==> config.mk <==
export PLATFORM = sky130hd
export DESIGN_NAME = lcd_decimal_number_writer_unit
export DESIGN_NICKNAME = d
export VERILOG_FILES = /design/src/design/ldnw_pkg.sv /design/src/design/lcd_decimal_number_writer_unit.sv /design/src/design/ldnw_digit_unit.sv /design/src/design/ldnw_nibble_tx.sv
export SDC_FILE = /design/constraint.sdc
export NUM_CORES = 1
export LEC_CHECK = 0
export BUFFER_PORTS_ARGS = -buffer_cell sky130_fd_sc_hd__buf_2
export CAP_MARGIN = 15
export CELL_PAD_IN_SITES_DETAIL_PLACEMENT = 1
export CELL_PAD_IN_SITES_GLOBAL_PLACEMENT = 1
export CORE_MARGIN = 5
export CORE_UTILIZATION = 45
export CTS_CLUSTER_DIAMETER = 30
export DETAILED_ROUTE_END_ITERATION = 16
export PLACE_DENSITY = 0.77
export SLEW_MARGIN = 20
export SYNTH_ARGS = -nofsm -noshare
export SYNTH_HDL_FRONTEND = slang
export SYNTH_SLANG_ARGS = --single-unit
==> constraint.sdc <==
create_clock -name i_clk -period 4.4 [get_ports i_clk]
set_input_delay 0.88 -clock i_clk [delete_from_list [all_inputs] [get_ports i_clk]]
set_output_delay 0.88 -clock i_clk [all_outputs]
set_load 0.01 [all_outputs]
==> src/design/ldnw_pkg.sv <==
// ----------------------------------------------------------------------------
// LCD decimal number writer package
// Shared types, constants and the power-of-ten table.
// ----------------------------------------------------------------------------
package ldnw_pkg;

    localparam logic [7:0] CMD_HOME   = 8'h80;
    localparam logic [7:0] LINE1_BASE = 8'h80;
    localparam logic [7:0] LINE2_BASE = 8'hC0;
    localparam logic [7:0] LINE3_BASE = 8'h94;
    localparam logic [7:0] LINE4_BASE = 8'hD4;
    localparam logic [7:0] ASCII_ZERO = 8'd48;
    localparam logic [7:0] ASCII_E    = 8'h45;

    localparam logic RS_COMMAND = 1'b0;
    localparam logic RS_DATA    = 1'b1;

    // Highest decimal position that is ever printed.
    localparam logic [2:0] TOP_POS = 3'd5;

    // Request to the nibble transmitter: one byte, sent as two beats.
    typedef struct packed {
        logic       load;
        logic       rs;
        logic [7:0] data;
        logic       last;
    } t_tx_req;

    // Control of the shared compare-subtract unit.
    typedef struct packed {
        logic load;
        logic step;
        logic clr;
    } t_du_ctrl;

    typedef enum logic [4:0] {
        S_IDLE = 5'b00001,
        S_CMD  = 5'b00010,
        S_DIV  = 5'b00100,
        S_CHAR = 5'b01000,
        S_E    = 5'b10000
    } t_state;

    // Weight of decimal position pos (1 is the units digit).
    function automatic logic [13:0] pow10(input logic [2:0] pos);
        logic [13:0] w;
        begin
            unique case (pos)
                3'd1:    w = 14'd1;
                3'd2:    w = 14'd10;
                3'd3:    w = 14'd100;
                3'd4:    w = 14'd1000;
                3'd5:    w = 14'd10000;
                default: w = 14'd1;
            endcase
            return w;
        end
    endfunction

endpackage

==> src/design/lcd_decimal_number_writer_unit.sv <==
// ----------------------------------------------------------------------------
// LCD decimal number writer
// Turns a print request into HD44780 4-bit bus nibble writes.
// ----------------------------------------------------------------------------
// Each request beat carries a row, a column, a value and a digit count, and
// produces a cursor command byte followed by ASCII digits, every byte sent
// as a high-nibble beat and then a low-nibble beat; tuser is the register
// select and tlast marks the final beat of the request. The block takes one
// request at a time and drops s_axis_tready until all its bytes are handed
// to the output register. The digits come from one compare-subtract unit
// that subtracts 10000, 1000, 100, 10 and 1 in turn, one subtraction per
// cycle while no digit waits for the output register. A request passes
// through acceptance, then the command byte when there is one, then the
// 'E' byte when the count is above five, or otherwise, for each of the five
// positions, the subtractions for its digit value and, when that digit is
// printed, its byte. Each byte occupies the output register for its two
// beats and an empty reload slot after them, so a byte waits when the
// previous one has not yet drained.
module lcd_decimal_number_writer_unit (
    input  logic        i_clk,
    input  logic        i_rst_n,
    input  logic        s_axis_tvalid,
    output logic        s_axis_tready,
    input  logic [31:0] s_axis_tdata,   // [2:0] row, [8:3] column,
                                        // [24:9] value, [28:25] digits
    output logic        m_axis_tvalid,
    input  logic        m_axis_tready,
    output logic [7:0]  m_axis_tdata,   // [3:0] nibble
    output logic        m_axis_tuser,   // [0] reg_select
    output logic        m_axis_tlast
);
    import ldnw_pkg::*;

    t_state      r_state;
    t_state      n_state;
    logic [3:0]  r_digits;
    logic [3:0]  n_digits;
    logic [7:0]  r_cmd;
    logic [7:0]  n_cmd;
    logic [2:0]  r_pos;
    logic [2:0]  n_pos;

    logic [2:0]  w_row;
    logic [5:0]  w_col;
    logic [15:0] w_value;
    logic [3:0]  w_digits;
    logic        w_accept;
    logic        w_has_cmd;
    logic [7:0]  w_base;
    logic [7:0]  w_cmd;

    t_du_ctrl    w_du;
    t_tx_req     w_tx;
    logic        w_du_ge;
    logic [3:0]  w_du_count;
    logic        w_tx_idle;

    assign w_row    = s_axis_tdata[2:0];
    assign w_col    = s_axis_tdata[8:3];
    assign w_value  = s_axis_tdata[24:9];
    assign w_digits = s_axis_tdata[28:25];

    assign s_axis_tready = (r_state == S_IDLE);
    assign w_accept      = s_axis_tvalid && s_axis_tready;

    always_comb begin
        unique case (w_row)
            3'd1:    w_base = LINE1_BASE;
            3'd2:    w_base = LINE2_BASE;
            3'd3:    w_base = LINE3_BASE;
            3'd4:    w_base = LINE4_BASE;
            default: w_base = LINE1_BASE;
        endcase
    end

    // Rows past the fourth line send no command unless the column is zero.
    assign w_has_cmd = (w_row == 3'd0) || (w_col == 6'd0) || (w_row <= 3'd4);
    assign w_cmd = ((w_row == 3'd0) || (w_col == 6'd0))
                 ? CMD_HOME : (w_base + {2'b00, w_col} - 8'd1);

    always_comb begin
        n_state  = r_state;
        n_digits = r_digits;
        n_cmd    = r_cmd;
        n_pos    = r_pos;
        w_du     = '0;
        w_tx     = '0;
        unique case (r_state)
            S_IDLE: begin
                if (w_accept) begin
                    n_digits  = w_digits;
                    n_cmd     = w_cmd;
                    n_pos     = TOP_POS;
                    w_du.load = 1'b1;
                    if (w_has_cmd) begin
                        n_state = S_CMD;
                    end else if (w_digits > 4'd5) begin
                        n_state = S_E;
                    end else if (w_digits != 4'd0) begin
                        n_state = S_DIV;
                    end
                end
            end
            S_CMD: begin
                if (w_tx_idle) begin
                    w_tx.load = 1'b1;
                    w_tx.rs   = RS_COMMAND;
                    w_tx.data = r_cmd;
                    w_tx.last = (r_digits == 4'd0);
                    if (r_digits > 4'd5) begin
                        n_state = S_E;
                    end else if (r_digits != 4'd0) begin
                        n_state = S_DIV;
                    end else begin
                        n_state = S_IDLE;
                    end
                end
            end
            S_DIV: begin
                if (w_du_ge) begin
                    w_du.step = 1'b1;
                end else if ({1'b0, r_pos} <= r_digits) begin
                    n_state = S_CHAR;
                end else begin
                    // Position above the requested count: drop its digit.
                    w_du.clr = 1'b1;
                    n_pos    = r_pos - 3'd1;
                end
            end
            S_CHAR: begin
                if (w_tx_idle) begin
                    w_tx.load = 1'b1;
                    w_tx.rs   = RS_DATA;
                    w_tx.data = ASCII_ZERO + {4'b0000, w_du_count};
                    w_tx.last = (r_pos == 3'd1);
                    w_du.clr  = 1'b1;
                    n_pos     = r_pos - 3'd1;
                    n_state   = (r_pos == 3'd1) ? S_IDLE : S_DIV;
                end
            end
            S_E: begin
                if (w_tx_idle) begin
                    w_tx.load = 1'b1;
                    w_tx.rs   = RS_DATA;
                    w_tx.data = ASCII_E;
                    w_tx.last = 1'b1;
                    n_state   = S_IDLE;
                end
            end
            default: begin
                n_state = S_IDLE;
            end
        endcase
    end

    always_ff @(posedge i_clk) begin
        r_digits <= n_digits;
        r_cmd    <= n_cmd;
        r_pos    <= n_pos;
        if (!i_rst_n) begin
            r_state <= S_IDLE;
        end else begin
            r_state <= n_state;
        end
    end

    ldnw_digit_unit u_digit (
        .i_clk   (i_clk),
        .i_rst_n (i_rst_n),
        .i_ctrl  (w_du),
        .i_value (w_value),
        .i_pos   (r_pos),
        .o_ge    (w_du_ge),
        .o_count (w_du_count)
    );

    ldnw_nibble_tx u_tx (
        .i_clk         (i_clk),
        .i_rst_n       (i_rst_n),
        .i_req         (w_tx),
        .o_idle        (w_tx_idle),
        .m_axis_tvalid (m_axis_tvalid),
        .m_axis_tready (m_axis_tready),
        .m_axis_tdata  (m_axis_tdata),
        .m_axis_tuser  (m_axis_tuser),
        .m_axis_tlast  (m_axis_tlast)
    );

endmodule

==> src/design/ldnw_digit_unit.sv <==
// ----------------------------------------------------------------------------
// LCD decimal number writer: digit unit
// Shared compare-subtract unit that peels decimal digits off the value by
// repeated subtraction of a power of ten, one subtraction per cycle.
// ----------------------------------------------------------------------------
module ldnw_digit_unit (
    input  logic                i_clk,
    input  logic                i_rst_n,
    input  ldnw_pkg::t_du_ctrl  i_ctrl,
    input  logic [15:0]         i_value,
    input  logic [2:0]          i_pos,
    output logic                o_ge,
    output logic [3:0]          o_count
);
    import ldnw_pkg::*;

    logic [15:0] r_rem;
    logic [15:0] n_rem;
    logic [3:0]  r_cnt;
    logic [3:0]  n_cnt;
    logic [15:0] w_weight;

    assign w_weight = {2'b00, pow10(i_pos)};
    assign o_ge     = (r_rem >= w_weight);
    assign o_count  = r_cnt;

    always_comb begin
        n_rem = r_rem;
        n_cnt = r_cnt;
        if (i_ctrl.load) begin
            n_rem = i_value;
            n_cnt = 4'd0;
        end else if (i_ctrl.step) begin
            n_rem = r_rem - w_weight;
            n_cnt = r_cnt + 4'd1;
        end else if (i_ctrl.clr) begin
            n_cnt = 4'd0;
        end
    end

    always_ff @(posedge i_clk) begin
        r_rem <= n_rem;
        if (!i_rst_n) begin
            r_cnt <= 4'd0;
        end else begin
            r_cnt <= n_cnt;
        end
    end

endmodule

==> src/design/ldnw_nibble_tx.sv <==
// ----------------------------------------------------------------------------
// LCD decimal number writer: nibble transmitter
// Output register that sends one byte as a high-nibble beat and then a
// low-nibble beat.
// ----------------------------------------------------------------------------
module ldnw_nibble_tx (
    input  logic               i_clk,
    input  logic               i_rst_n,
    input  ldnw_pkg::t_tx_req  i_req,
    output logic               o_idle,
    output logic               m_axis_tvalid,
    input  logic               m_axis_tready,
    output logic [7:0]         m_axis_tdata,   // [3:0] nibble, [7:4] zero
    output logic               m_axis_tuser,   // [0] reg_select
    output logic               m_axis_tlast
);
    import ldnw_pkg::*;

    logic       r_valid;
    logic       r_hi;
    logic       r_rs;
    logic       r_last;
    logic [7:0] r_byte;
    logic       w_beat;

    assign w_beat        = r_valid && m_axis_tready;
    assign o_idle        = !r_valid;
    assign m_axis_tvalid = r_valid;
    assign m_axis_tdata  = {4'b0000, (r_hi ? r_byte[7:4] : r_byte[3:0])};
    assign m_axis_tuser  = r_rs;
    assign m_axis_tlast  = r_last && !r_hi;

    always_ff @(posedge i_clk) begin
        if (i_req.load && !r_valid) begin
            r_byte <= i_req.data;
            r_rs   <= i_req.rs;
            r_last <= i_req.last;
        end
        if (!i_rst_n) begin
            r_valid <= 1'b0;
            r_hi    <= 1'b1;
        end else if (i_req.load && !r_valid) begin
            r_valid <= 1'b1;
            r_hi    <= 1'b1;
        end else if (w_beat) begin
            if (r_hi) begin
                r_hi <= 1'b0;
            end else begin
                r_valid <= 1'b0;
                r_hi    <= 1'b1;
            end
        end
    end

endmodule

# Word level (Yosys, flattened, before mapping)
# Cells that the tools add are included.
[totals]
input_bits = 36
wordCells = 109
register_bits = 52
out_inout_bits = 12
[classes]
eq_ne = 22
magnitude_cmp = 5
reduce_logical = 23
n_addsub = 6
n_bitwise = 1
n_mux = 41
[op_table]
columns = ["op", "n"]
rows = [
  ["$pmux W14 S4", 1],
  ["$mux W5", 10],
  ["$mux W11", 3],
  ["$pmux W11 S3", 1],
  ["$mux W16", 2],
  ["$pmux W5 S5", 1],
  ["$pmux W7 S3", 1],
  ["$mux W3", 6],
  ["$ge A16 B14 Y1", 1],
  ["$sub A16 B14 Y16", 1],
  ["$ne A2 B2 Y1 const B", 7],
  ["$eq A3 B2 Y1 const B", 4],
  ["$mux W4", 3],
  ["$mux W1", 11],
  ["$eq A3 B3 Y1 const B", 3],
  ["$pmux W3 S3", 1],
  ["$add A8 B6 Y8", 1],
  ["$gt A4 B3 Y1 const B", 2],
  ["$reduce_bool A4 Y1", 2],
  ["$sub A8 B1 Y8 const B", 1],
  ["$add A6 B4 Y7 const A", 1],
  ["$reduce_and A7 Y1", 1],
  ["$logic_not A6 Y1", 1],
  ["$reduce_bool A2 Y1", 3],
  ["23 further kinds", 30],
]

# Longest topological paths before layout
# Gate-level depths: netlist of the first run.
[logic_depth]
ltp_word = 7
mapped_depth = 15
mapped_depth_nobuf = 14

# By module
# From an unflattened synthesis of the first run, not the netlist that was laid out.
[hier_totals]
hier_cells = 405
area_unflattened_um2 = 3856.2
[modules_own_cells]
columns = ["module", "n_inst", "cells_each", "seq_area_each_um2", "area_each_um2"]
rows = [
  ["ldnw_digit_unit", 1, 198, 560.5, 1752.9],
  ["lcd_decimal_number_writer_unit", 1, 176, 550.5, 1591.5],
  ["ldnw_nibble_tx", 1, 31, 340.3, 511.7],
]

# Worst setup path after synthesis of the first run
# Ideal clock, no wire load.
[synth_timing]
kind = "flip-flop to flip-flop"
from = "register r_pos[0]"
to = "register u_digit.r_rem[0] (enable)"
t_arrival_ns = 2.960
required_time_ns = 4.028
setup_time_ns = 0.372
setup_slack_ns = 1.068
path_stages_with_launch = 15
period_less_slack_ns = 3.332
path_buffers = 1
cell_sequence = "edfxtp_1 -> inv_1 -> ha_1 -> ha_1 -> a21oi_1 -> and3_1 -> ha_1 -> fa_1 -> nor2b_1 -> o22a_1 -> o21ai_0 -> a211oi_2 -> o21ai_2 -> buf_4 -> nand2_1"
[synth_between]
elab_chain_cells = 6
elab_cells_between_ends = 9
cone_classes = "order compare (1); eq/ne (4); mux (3); reduce/logical (1)"
[synth_lines]
columns = ["item", "line", "rtl"]
rows = [
  ["start, declared", "lcd_decimal_number_writer_unit.sv:40", "logic [2:0] r_pos;"],
  ["start signal, assigned", "lcd_decimal_number_writer_unit.sv:159", "r_pos <= n_pos;"],
  ["$eq A3 B3 Y1 or $eq A3 B2 Y1 (tied branches)", "ldnw_pkg.sv:48", "unique case (pos)"],
  ["$pmux W14 S4 *", "ldnw_pkg.sv:48", ""],
  ["$ge A16 B14 Y1 *", "ldnw_digit_unit.sv:24", "assign o_ge = (r_rem >= w_weight);"],
  ["$mux W1 *", "lcd_decimal_number_writer_unit.sv:120", "if (w_du_ge) begin"],
  ["$mux W1 *", "lcd_decimal_number_writer_unit.sv:88", "unique case (r_state)"],
  ["$reduce_bool A2 Y1 (no source line) *", "-", ""],
  ["end signal, assigned", "ldnw_digit_unit.sv:42", "r_rem <= n_rem;"],
  ["end, declared", "ldnw_digit_unit.sv:17", "logic [15:0] r_rem;"],
]
# Mark *: on every way between the ends. The rest lies on a longest branch, timed or not.
# A chain may end at the register's enable or synchronous reset.

# Final worst setup path of the first run
[layout_timing]
from = "register r_pos[0]"
to = "register r_pos[0] (enable)"
[layout_between]
elab_chain_cells = 5
elab_cells_between_ends = 10
cone_classes = "order compare (2); eq/ne (6); mux (1); reduce/logical (1)"
[layout_lines]
columns = ["item", "line"]
rows = [
  ["$eq A3 B3 Y1 or $eq A3 B2 Y1 (tied branches)", "ldnw_pkg.sv:48"],
  ["$pmux W14 S4", "ldnw_pkg.sv:48"],
  ["$ge A16 B14 Y1", "ldnw_digit_unit.sv:24"],
  ["$ne A2 B2 Y1 (no source line)", "-"],
  ["$reduce_and A5 Y1 (no source line) *", "-"],
]
# Marked as above.

==> impl_metrics.csv, run 1 <==
group,metric,value,unit
status,status,"completed",
floorplanning,coreArea,0.00765,sq mm
logic_synthesis,synth_top_family_by_area,"simple AND/OR/NAND/NOR gates",
run,max-cap-violations,0,
logic_synthesis,syn_area,0.00351,sq mm
timing,finalHoldViolations,0,
detailed_routing,wire_per_inst,15.8,microns
timing,skew,0.00907,ns
clock_tree,clk_latency,0.31,ns
timing,period_share,0.839,
logic_synthesis,yosysTopAreaCellShare,0.350,
critical_path,cp-end-kind,"flop",
detailed_routing,wl_met3,261,microns
power_and_ir_drop,leakage,1.66,nW
placement,dp.cells,506,
critical_path,slowest_stage,"edfxtp_1",
power_and_ir_drop,seqPwrFrac,0.351,
clock_tree,clockRootBuffer,"clkbuf_8",
clock_tree,cts.htree.levels,2,
floorplanning,rows,32,
timing,rsz0062_at_grt,"no",
logic_synthesis,synth_simple_gate_area_frac,0.175,
detailed_routing,wl,8100,microns
logic_synthesis,synth_edf_count,41,
clock_tree,holdBufCountCts,0,
critical_path,cp_top_family,"compound AO/OA/AOI/OAI gates",
critical_path,cp_max_fo,12,
clock_tree,clock-sinks,52,
layout,antenna_cells,0,
timing,tightest_slew,0.902,ns
layout,multi_input_area,0.00192,sq mm
layout,finalNonFillerCells,514,
layout,final_util,0.510,
timing,finalSetupViolCount,0,
detailed_routing,firstDrtPassIters,4,
timing,max_freq,271,MHz
clock_tree,numCtsBuffers,5,
timing,period_needed,3.69,ns
power_and_ir_drop,combPwrFrac,0.532,
logic_synthesis,synth_most_common_cell,"edfxtp_1",
detailed_routing,met2_length,4080,microns
logic_synthesis,synth_area_per_cell,9.52,sq um
detailed_routing,ant_nets,0,
power_and_ir_drop,p_clk_frac,0.117,
placement,post-dp-hpwl,6380,microns
floorplanning,ios,48,
logic_synthesis,synth-compound-area-share,0.171,
logic_synthesis,synth_commonest_cells,"edfxtp_1, nor2_1, a21oi_1, ha_1, nand2_1",
logic_synthesis,yosys_warnings,0,
logic_synthesis,yosys_most_used_dff,"edfxtp_1",
layout,regArea,0.00145,sq mm
power_and_ir_drop,switchingPower,1.04,mW
critical_path,cpPeakStageDelay,0.42,ns
floorplanning,initial_core_util,0.460,
grt,grt_pass1_vias,2992,
placement,io_buffers,40,
critical_path,worstSetupStartpointType,"flop",
floorplanning,chipWidth,98.4,microns
layout,drive_gt1_frac,0.148,
power_and_ir_drop,ir_worst_vdd,0.000363,V
grt,grt_overflow,0,
power_and_ir_drop,p_int,1.41,mW
logic_synthesis,synth-seq-area-share,0.413,
layout,syn2layout_area_growth,11.0,%
logic_synthesis,synth_xor_area_frac,0.0498,
floorplanning,die_area,0.00968,sq mm
detailed_routing,wl_met1,3720,microns
logic_synthesis,yosys.cell_types.count,54,
clock_tree,cts_tree,"done",
clock_tree,clk_pin_slew,0.11,ns
placement,gp_congestion,0.833,
critical_path,crit_buf_inv,1,
logic_synthesis,async_flop_share,0,
detailed_routing,drt-initial-drc-count,79,
grt,antenna_found_initial,0,
layout,num-fill-cells,919,
logic_synthesis,synth_area_leaders,"edfxtp_1, ha_1, dfxtp_1, a21oi_1, nor2_1",
clock_tree,postCtsSetupBuffers,0,
timing,timing.setup.tns,0,ns
layout,nets,479,
logic_synthesis,ys_ff_latch,52,
grt,grt_pass1_wl,13700,microns
critical_path,crit_type,"flop to flop",
grt,grt_max_degree,25,
logic_synthesis,yosysTopAreaCell,"edfxtp_1",
power_and_ir_drop,swShare,0.424,
logic_synthesis,synth_fa_ha_area_frac,0.118,
critical_path,cp.required,4.40,ns
clock_tree,clockBufferDepth,2,
detailed_routing,highest_layer,"met4",
detailed_routing,drc_errors,0,
clock_tree,cts-resized-gates,0,
critical_path,worstPathArrival,3.69,ns
logic_synthesis,muxShareOfSynthArea,0.0274,
logic_synthesis,synth_cells,369,
grt,grt_use_total,0.171,
timing,drv_slew,0,
worst_hold_path,hp-class,"flop to flop",
power_and_ir_drop,power-per-cell-area,627,mW/mm^2
timing,relSlewSlack,0.393,
critical_path,crit_top_cell,"ha_1",
critical_path,path_cells,"inv_1 -> ha_1 -> ha_1 -> a21oi_1 -> and3_1 -> ha_1 -> fa_1 -> nor2b_1 -> o22a_1 -> o21ai_0 -> a211oi_2 -> o21ai_2 -> o21ai_0 -> nor2_1",
detailed_routing,vias,2795,
detailed_routing,vias_per_cell,5.44,
floorplanning,die_y,98.4,microns
-- sequential cells by signal, summed over array words and instances (netlist names) --
signal and flops:
r_cmd 8, r_digits 4, r_pos 3, r_state 5
u_digit.o_count 4, u_digit.r_rem 16, u_tx.m_axis_tuser 1, u_tx.m_axis_tvalid 1
u_tx.r_byte 8, u_tx.r_hi 1, u_tx.r_last 1
-- cell type report --
type	instances	area share
clock buffer	5	0.0176
clock inverter	3	0.00513
inverter	27	0.0260
multi-input combinational	283	0.491
sequential	52	0.372
tap	102	0.0327
timing repair buffer	42	0.0552
-- worst paths after layout --
| path | from | endpoint | slack, ns | cells past startpoint |
|---|---|---|---|---|
| setup / recovery | r_pos[0] | r_pos[0] | 0.71 | 14 |
| hold reg to reg | u_digit.o_count[3] | u_digit.o_count[3] | 0.53 | 2 |
| hold / removal | u_digit.o_count[3] | u_digit.o_count[3] | 0.53 | 2 |
| setup reg to reg | r_pos[0] | r_pos[0] | 0.71 | 14 |
-- layout by cell type (no fill, tap or decap), types with 10 or more instances in the layout --
cell type,netlist,layout
edfxtp_1,41,41
buf_2,0,40
nor2_1,38,38
a21oi_1,31,31
ha_1,30,30
nand2_1,29,29
inv_1,27,27
o21ai_0,20,20
xor2_1,12,12
a21o_1,11,11
dfxtp_1,11,11
nand3_1,10,10
-- metrics by stage --
step                      total power, mW  hold WS, ns  worst slack (ns)  area, sq um
after CTS                            2.47        0.530             0.698         3900
after detailed placement             2.17        0.509             0.798         3810
after global routing                 2.66        0.556             0.387         3900
after floorplan                      1.84        0.470              1.07         3530
final                                2.44        0.529             0.709         3900
after global placement               2.11        0.487             0.890         3810
-- power by group through the flow --
stage	clock network, mW	registers (mW)	logic [mW]
after floorplan	0	0.841	0.995
after global placement	0	0.865	1.25
after detailed placement	0	0.872	1.30
after CTS	0.293	0.861	1.31
after global routing	0.310	0.876	1.47
final	0.286	0.859	1.30
-- cells by family after synthesis --
group | Yosys count
adders and majority gates | 32
and+or+nand+nor | 124
muxes | 9
xor gates and xnor gates | 20
DFF | 52
AOI/OAI and AO/OA | 94
buffers and inverters | 37
other | 1
-- worst register-to-register path: stages (launching register included) --
cell and delay (ns):
edfxtp_1 0.42, inv_1 0.10, ha_1 0.22, ha_1 0.22, a21oi_1 0.34, and3_1 0.22
ha_1 0.18, fa_1 0.22, nor2b_1 0.08, o22a_1 0.19, o21ai_0 0.25, a211oi_2 0.14
o21ai_2 0.40, o21ai_0 0.16, nor2_1 0.24
-- routing by layer --
metal	vias to the layer above	GRT usage
li1	1413	-
met1	1334	0.223
met2	43	0.302
met3	5	0.0257
met4	0	0.0315
met5	-	0
Note: power is estimated with default switching activity, not from simulation.
==> run 2: changes to the inputs <==
==> constraint.sdc (replaced) <==
create_clock -name i_clk -period 3.6 [get_ports i_clk]
set_input_delay 0.72 -clock i_clk [delete_from_list [all_inputs] [get_ports i_clk]]
set_output_delay 0.72 -clock i_clk [all_outputs]
set_load 0.01 [all_outputs]
==> impl_metrics.csv, run 2 (synthesis results as in run 1) <==
group,metric,value,unit
clock_tree,holdBufCountCts,0,
timing,period_needed,3.37,ns
layout,drive_gt1_frac,0.165,
layout,top_regs,"u_digit.r_rem x16, r_cmd x8, u_tx.r_byte x8",
clock_tree,clockRootBuffer,"clkbuf_8",
worst_hold_path,hold_path_end,"u_digit.o_count[1]",
run,max-cap-violations,0,
critical_path,crit_type,"flop to flop",
clock_tree,clock-sinks,52,
detailed_routing,drc_errors,0,
layout,top_register,"u_digit.r_rem",
detailed_routing,firstDrtPassIters,4,
floorplanning,die_y,98.4,microns
power_and_ir_drop,ir_worst_vdd,0.000474,V
timing,rsz0062_at_grt,"no",
critical_path,slowest_stage,"edfxtp_1",
timing,period_share,0.935,
placement,io_buffers,40,
critical_path,crit_top_cell,"ha_1",
critical_path,worstSetupStartpointType,"flop",
critical_path,cp-end-kind,"flop",
worst_hold_path,min_from,"u_digit.o_count[1]",
timing,finalSetupViolCount,0,
timing,timing.setup.tns,0,ns
clock_tree,cts.htree.levels,2,
layout,num-fill-cells,904,
grt,grt_pass1_vias,2935,
layout,nets,485,
power_and_ir_drop,power-per-cell-area,787,mW/mm^2
placement,gp_congestion,0.814,
critical_path,worstPathArrival,3.58,ns
critical_path,path_cells,"inv_1 -> ha_1 -> ha_1 -> a21oi_2 -> and3_1 -> ha_1 -> fa_1 -> nor2b_2 -> o22a_1 -> o21ai_0 -> a211oi_2 -> o21ai_4 -> buf_4 -> and2_1 -> a41o_1",
clock_tree,numCtsBuffers,5,
floorplanning,initial_core_util,0.460,
floorplanning,coreArea,0.00765,sq mm
detailed_routing,wire_per_inst,15.8,microns
worst_hold_path,hp-class,"flop to flop",
critical_path,regToRegStartpoint,"r_pos[1]",
timing,max_freq,297,MHz
grt,grt_overflow,0,
grt,grt_pass1_wl,13600,microns
layout,final_common_cell,"edfxtp_1",
placement,placed_area,0.00385,sq mm
grt,grt_max_degree,25,
layout,design_area,0.00400,sq mm
detailed_routing,drt-initial-drc-count,110,
timing,skew,0.00946,ns
critical_path,r2r_cells,15,
critical_path,cpPeakStageDelay,0.45,ns
critical_path,cp_max_fo,9,
timing,relSlewSlack,0.413,
clock_tree,clockBufferDepth,2,
timing,finalHoldViolations,0,
floorplanning,ios,48,
critical_path,regToRegEndpoint,"u_digit.o_count[0]",
critical_path,r2r_setup_slack,0.23,ns
clock_tree,cts_tree,"done",
detailed_routing,vias,2832,
timing,drv_slew,0,
clock_tree,clk_pin_slew,0.11,ns
floorplanning,rows,32,
detailed_routing,vias_per_cell,5.45,
layout,antenna_cells,0,
layout,layout_common_cells,"edfxtp_1, buf_2, nor2_1",
status,status,"completed",
layout,syn2layout_area_growth,13.7,%
critical_path,cp.required,3.81,ns
floorplanning,die_area,0.00968,sq mm
power_and_ir_drop,leakage,1.70,nW
layout,largest_reg_flops,16,
floorplanning,chipWidth,98.4,microns
grt,grt_use_total,0.169,
detailed_routing,ant_nets,0,
placement,post-dp-hpwl,6360,microns
worst_hold_path,holdPathStages,2,
detailed_routing,wl,8230,microns
grt,antenna_found_initial,0,
clock_tree,clk_latency,0.31,ns
timing,tightest_slew,0.873,ns
run 2: changes by cell type in the layout (fill, tap and decap cells not counted):
| cell | delta |
|---|---|
| inv_6 | -1 |
| buf_12 | +1 |
| a21oi_1 | -1 |
| o21ai_2 | -1 |
| nor2b_2 | +1 |
| clkinvlp_4 | +1 |
| a21oi_2 | +1 |
| o21ai_4 | +1 |
| nor2b_1 | -1 |
| inv_4 | -1 |
| buf_4 | +5 |
| bufinv_16 | +1 |
run 2: worst max-delay path by stage:
| stage | slack, ns | cells past startpoint | from | endpoint |
|---|---|---|---|---|
| 2_1_floorplan | 0.27 | 14 | r_pos[0] | u_digit.r_rem[0] |
| 3_3_place_gp | 0.22 | 14 | r_pos[1] | r_pos[0] |
| 3_5_place_dp | 0.16 | 15 | r_pos[1] | u_digit.o_count[0] |
| 4_1_cts | 0.10 | 15 | r_pos[1] | u_digit.o_count[0] |
| 5_1_grt | 0.003 | 15 | r_pos[0] | u_digit.o_count[0] |
| 6_report | 0.23 | 15 | r_pos[1] | u_digit.o_count[0] |
run 2: where the power goes:
part	leakage, nW	internal, mW	total, mW	switching [mW]
combinational	1.18	0.689	1.68	0.994
sequential	0.471	0.939	1.05	0.110
clock	0.0541	0.206	0.413	0.206
total	1.70	1.83	3.14	1.31
run 2: cell type report:
class                      instances  area (sq um)  share of cell area
timing repair buffer              48           273              0.0683
tap                              102           128              0.0319
clock inverter                     3          42.5              0.0106
inverter                          27           101              0.0254
multi-input combinational        283          1930               0.483
sequential                        52          1450               0.363
clock buffer                       5          68.8              0.0172
run 2: critical path, delay by kind of cell (launching register included):
family / cells / cell delay, ns
AO/OA/AOI/OAI: 6 / 1.06
adder cells (fa/ha/maj): 4 / 1.00
AND/OR/NAND/NOR: 3 / 0.48
flip-flops: 1 / 0.45
buffers and inverters: 2 / 0.27
run 2: per-layer routing:
layer	track usage	up-vias	wire [microns]
li1	-	1420	-
met1	0.218	1346	3890
met2	0.293	53	3970
met3	0.0286	13	244
met4	0.0441	0	121
met5	0	-	0
run 2: metrics by stage:
step | instances | utilization | worst slack [ns] | hold WS [ns] | power (mW)
2_1_floorplan | 372 | - | 0.268 | 0.470 | 2.24
3_5_place_dp | 509 | 0.503 | 0.160 | 0.503 | 2.69
4_1_cts | 517 | 0.518 | 0.104 | 0.516 | 3.12
6_report | 520 | 0.522 | 0.234 | 0.517 | 3.14
5_1_grt | 520 | 0.522 | 0.00346 | 0.548 | 3.41
3_3_place_gp | 509 | 0.503 | 0.224 | 0.493 | 2.62
run 2: what timing repair did:
action | in CTS | in global routing
setup buffers | 0 | 3
gates resized for setup | 0 | 3
endpoints found under the setup margin | 0 | 26
==> run 3: changes to the inputs <==
--- a/config.mk
+++ b/config.mk
@@ -7,13 +7,11 @@
 export LEC_CHECK = 0
 export BUFFER_PORTS_ARGS = -buffer_cell sky130_fd_sc_hd__buf_2
 export CAP_MARGIN = 15
-export CELL_PAD_IN_SITES_DETAIL_PLACEMENT = 1
-export CELL_PAD_IN_SITES_GLOBAL_PLACEMENT = 1
 export CORE_MARGIN = 5
-export CORE_UTILIZATION = 45
+export CORE_UTILIZATION = 58
 export CTS_CLUSTER_DIAMETER = 30
 export DETAILED_ROUTE_END_ITERATION = 16
-export PLACE_DENSITY = 0.77
+export PLACE_DENSITY = 0.76
 export SLEW_MARGIN = 20
 export SYNTH_ARGS = -nofsm -noshare
 export SYNTH_HDL_FRONTEND = slang
==> impl_metrics.csv, run 3 (synthesis results as in run 1) <==
group,metric,value,unit
critical_path,worstPathArrival,3.60,ns
detailed_routing,vias,2757,
timing,period_needed,3.39,ns
timing,skew,0.00528,ns
power_and_ir_drop,finalPower,3.06,mW
clock_tree,cts_tree,"done",
detailed_routing,drc_errors,0,
detailed_routing,wire_per_inst,14.3,microns
critical_path,cp_top_family,"compound AO/OA/AOI/OAI gates",
timing,tightest_slew,0.926,ns
critical_path,cp.required,3.81,ns
timing,finalSetupViolCount,0,
clock_tree,clockBufferDepth,2,
layout,layout_common_cells,"edfxtp_1, buf_2, nor2_1",
placement,post-dp-hpwl,5350,microns
detailed_routing,drt-initial-drc-count,150,
timing,period_share,0.940,
layout,syn2layout_area_growth,12.0,%
critical_path,cp_max_fo,9,
critical_path,slowest_stage,"edfxtp_1",
floorplanning,ios,48,
timing,timing.setup.tns,0,ns
clock_tree,clk_latency,0.31,ns
placement,io_buffers,40,
layout,largest_reg_flops,16,
power_and_ir_drop,power-per-cell-area,777,mW/mm^2
detailed_routing,firstDrtPassIters,4,
detailed_routing,wl,7010,microns
clock_tree,clockRootBuffer,"clkbuf_8",
floorplanning,initial_core_util,0.594,
worst_hold_path,hp-class,"flop to flop",
run,max-cap-violations,0,
grt,antenna_found_initial,0,
layout,final_common_cell,"edfxtp_1",
critical_path,cpPeakStageDelay,0.47,ns
critical_path,crit_buf_inv,2,
floorplanning,rows,28,
layout,nets,481,
grt,grt_overflow,0,
grt,grt_pass1_vias,2675,
critical_path,worstSetupStartpointType,"flop",
critical_path,crit_type,"flop to flop",
grt,grt_max_degree,25,
timing,drv_slew,0,
clock_tree,clock-sinks,52,
timing,relSlewSlack,0.377,
power_and_ir_drop,ir_worst_vdd,0.000497,V
floorplanning,die_area,0.00772,sq mm
power_and_ir_drop,leakage,1.68,nW
floorplanning,die_y,87.8,microns
critical_path,path_cells,"inv_2 -> ha_1 -> ha_2 -> a21oi_1 -> and3_1 -> ha_1 -> fa_1 -> nor2b_2 -> o22a_1 -> o21ai_0 -> a211oi_2 -> o21ai_4 -> buf_4 -> and2_1 -> a41o_1",
clock_tree,cts.htree.levels,2,
layout,drive_gt1_frac,0.162,
floorplanning,coreArea,0.00592,sq mm
layout,top_register,"u_digit.r_rem",
timing,finalHoldViolations,0,
floorplanning,chipWidth,87.8,microns
placement,gp_congestion,0.838,
status,status,"completed",
clock_tree,clk_pin_slew,0.10,ns
critical_path,cp-end-kind,"flop",
timing,max_freq,295,MHz
detailed_routing,vias_per_cell,5.64,
clock_tree,postCtsSetupBuffers,0,
layout,antenna_cells,0,
clock_tree,numCtsBuffers,5,
layout,top_regs,"u_digit.r_rem x16, r_cmd x8, u_tx.r_byte x8",
critical_path,crit_top_cell,"ha_1",
grt,grt_use_total,0.190,
detailed_routing,ant_nets,0,
grt,grt_pass1_wl,11700,microns
==> run 3: worst reg2reg max path, delay by kind of cell (launching register included) <==
| family | cells | cell delay (ns) |
|---|---|---|
| buf+inv | 2 | 0.27 |
| fa+ha+maj | 4 | 0.99 |
| flops | 1 | 0.47 |
| simple gates | 3 | 0.48 |
| compound gates | 6 | 1.08 |
==> run 3: area by class of cell <==
class	instances	area [sq um]
Timing Repair Buffer	44	243
Multi-Input combinational cell	283	1930
Inverter	27	101
Clock inverter	3	46.3
Clock buffer	5	68.8
Fill cell	485	1980
Sequential cell	52	1450
Tap cell	75	93.8
==> run 3: final timing paths <==
path / startpoint / end / slack, ns / cells after the start
hold reg to reg: u_digit.o_count[3] / u_digit.o_count[3] / 0.52 / 2
hold / removal: u_digit.o_count[3] / u_digit.o_count[3] / 0.52 / 2
setup reg to reg: r_pos[0] / u_digit.o_count[0] / 0.21 / 15
setup / recovery: r_pos[0] / u_digit.o_count[0] / 0.21 / 15
==> run 3: layer usage <==
layer,global-route usage,share of wire
met1,0.241,0.46
met2,0.334,0.49
met3,0.0357,0.039
met4,0.0474,0.011
met5,0,0
==> run 3: what timing repair did <==
| action | CTS | global route |
|---|---|---|
| resized for setup | 0 | 5 |
| endpoints found under the setup margin | 0 | 25 |
| hold buffers | 0 | 0 |
==> run 3: where the power goes <==
part           internal, mW  total [mW]  switching (mW)
clock network         0.210       0.420           0.210
logic                 0.668        1.59           0.924
registers             0.939        1.05           0.109
total                  1.82        3.06            1.24
==> run 3: through the flow <==
stage	util	instance area (sq um)	std cells	hold WS (ns)	worst slack (ns)
final	0.665	3940	489	0.516	0.215
after detailed placement	0.643	3810	481	0.499	0.157
after floorplan	-	3530	372	0.470	0.268
after global placement	0.643	3810	481	0.484	0.220
after CTS	0.662	3920	489	0.513	0.146
after global routing	0.665	3940	489	0.555	-0.00871
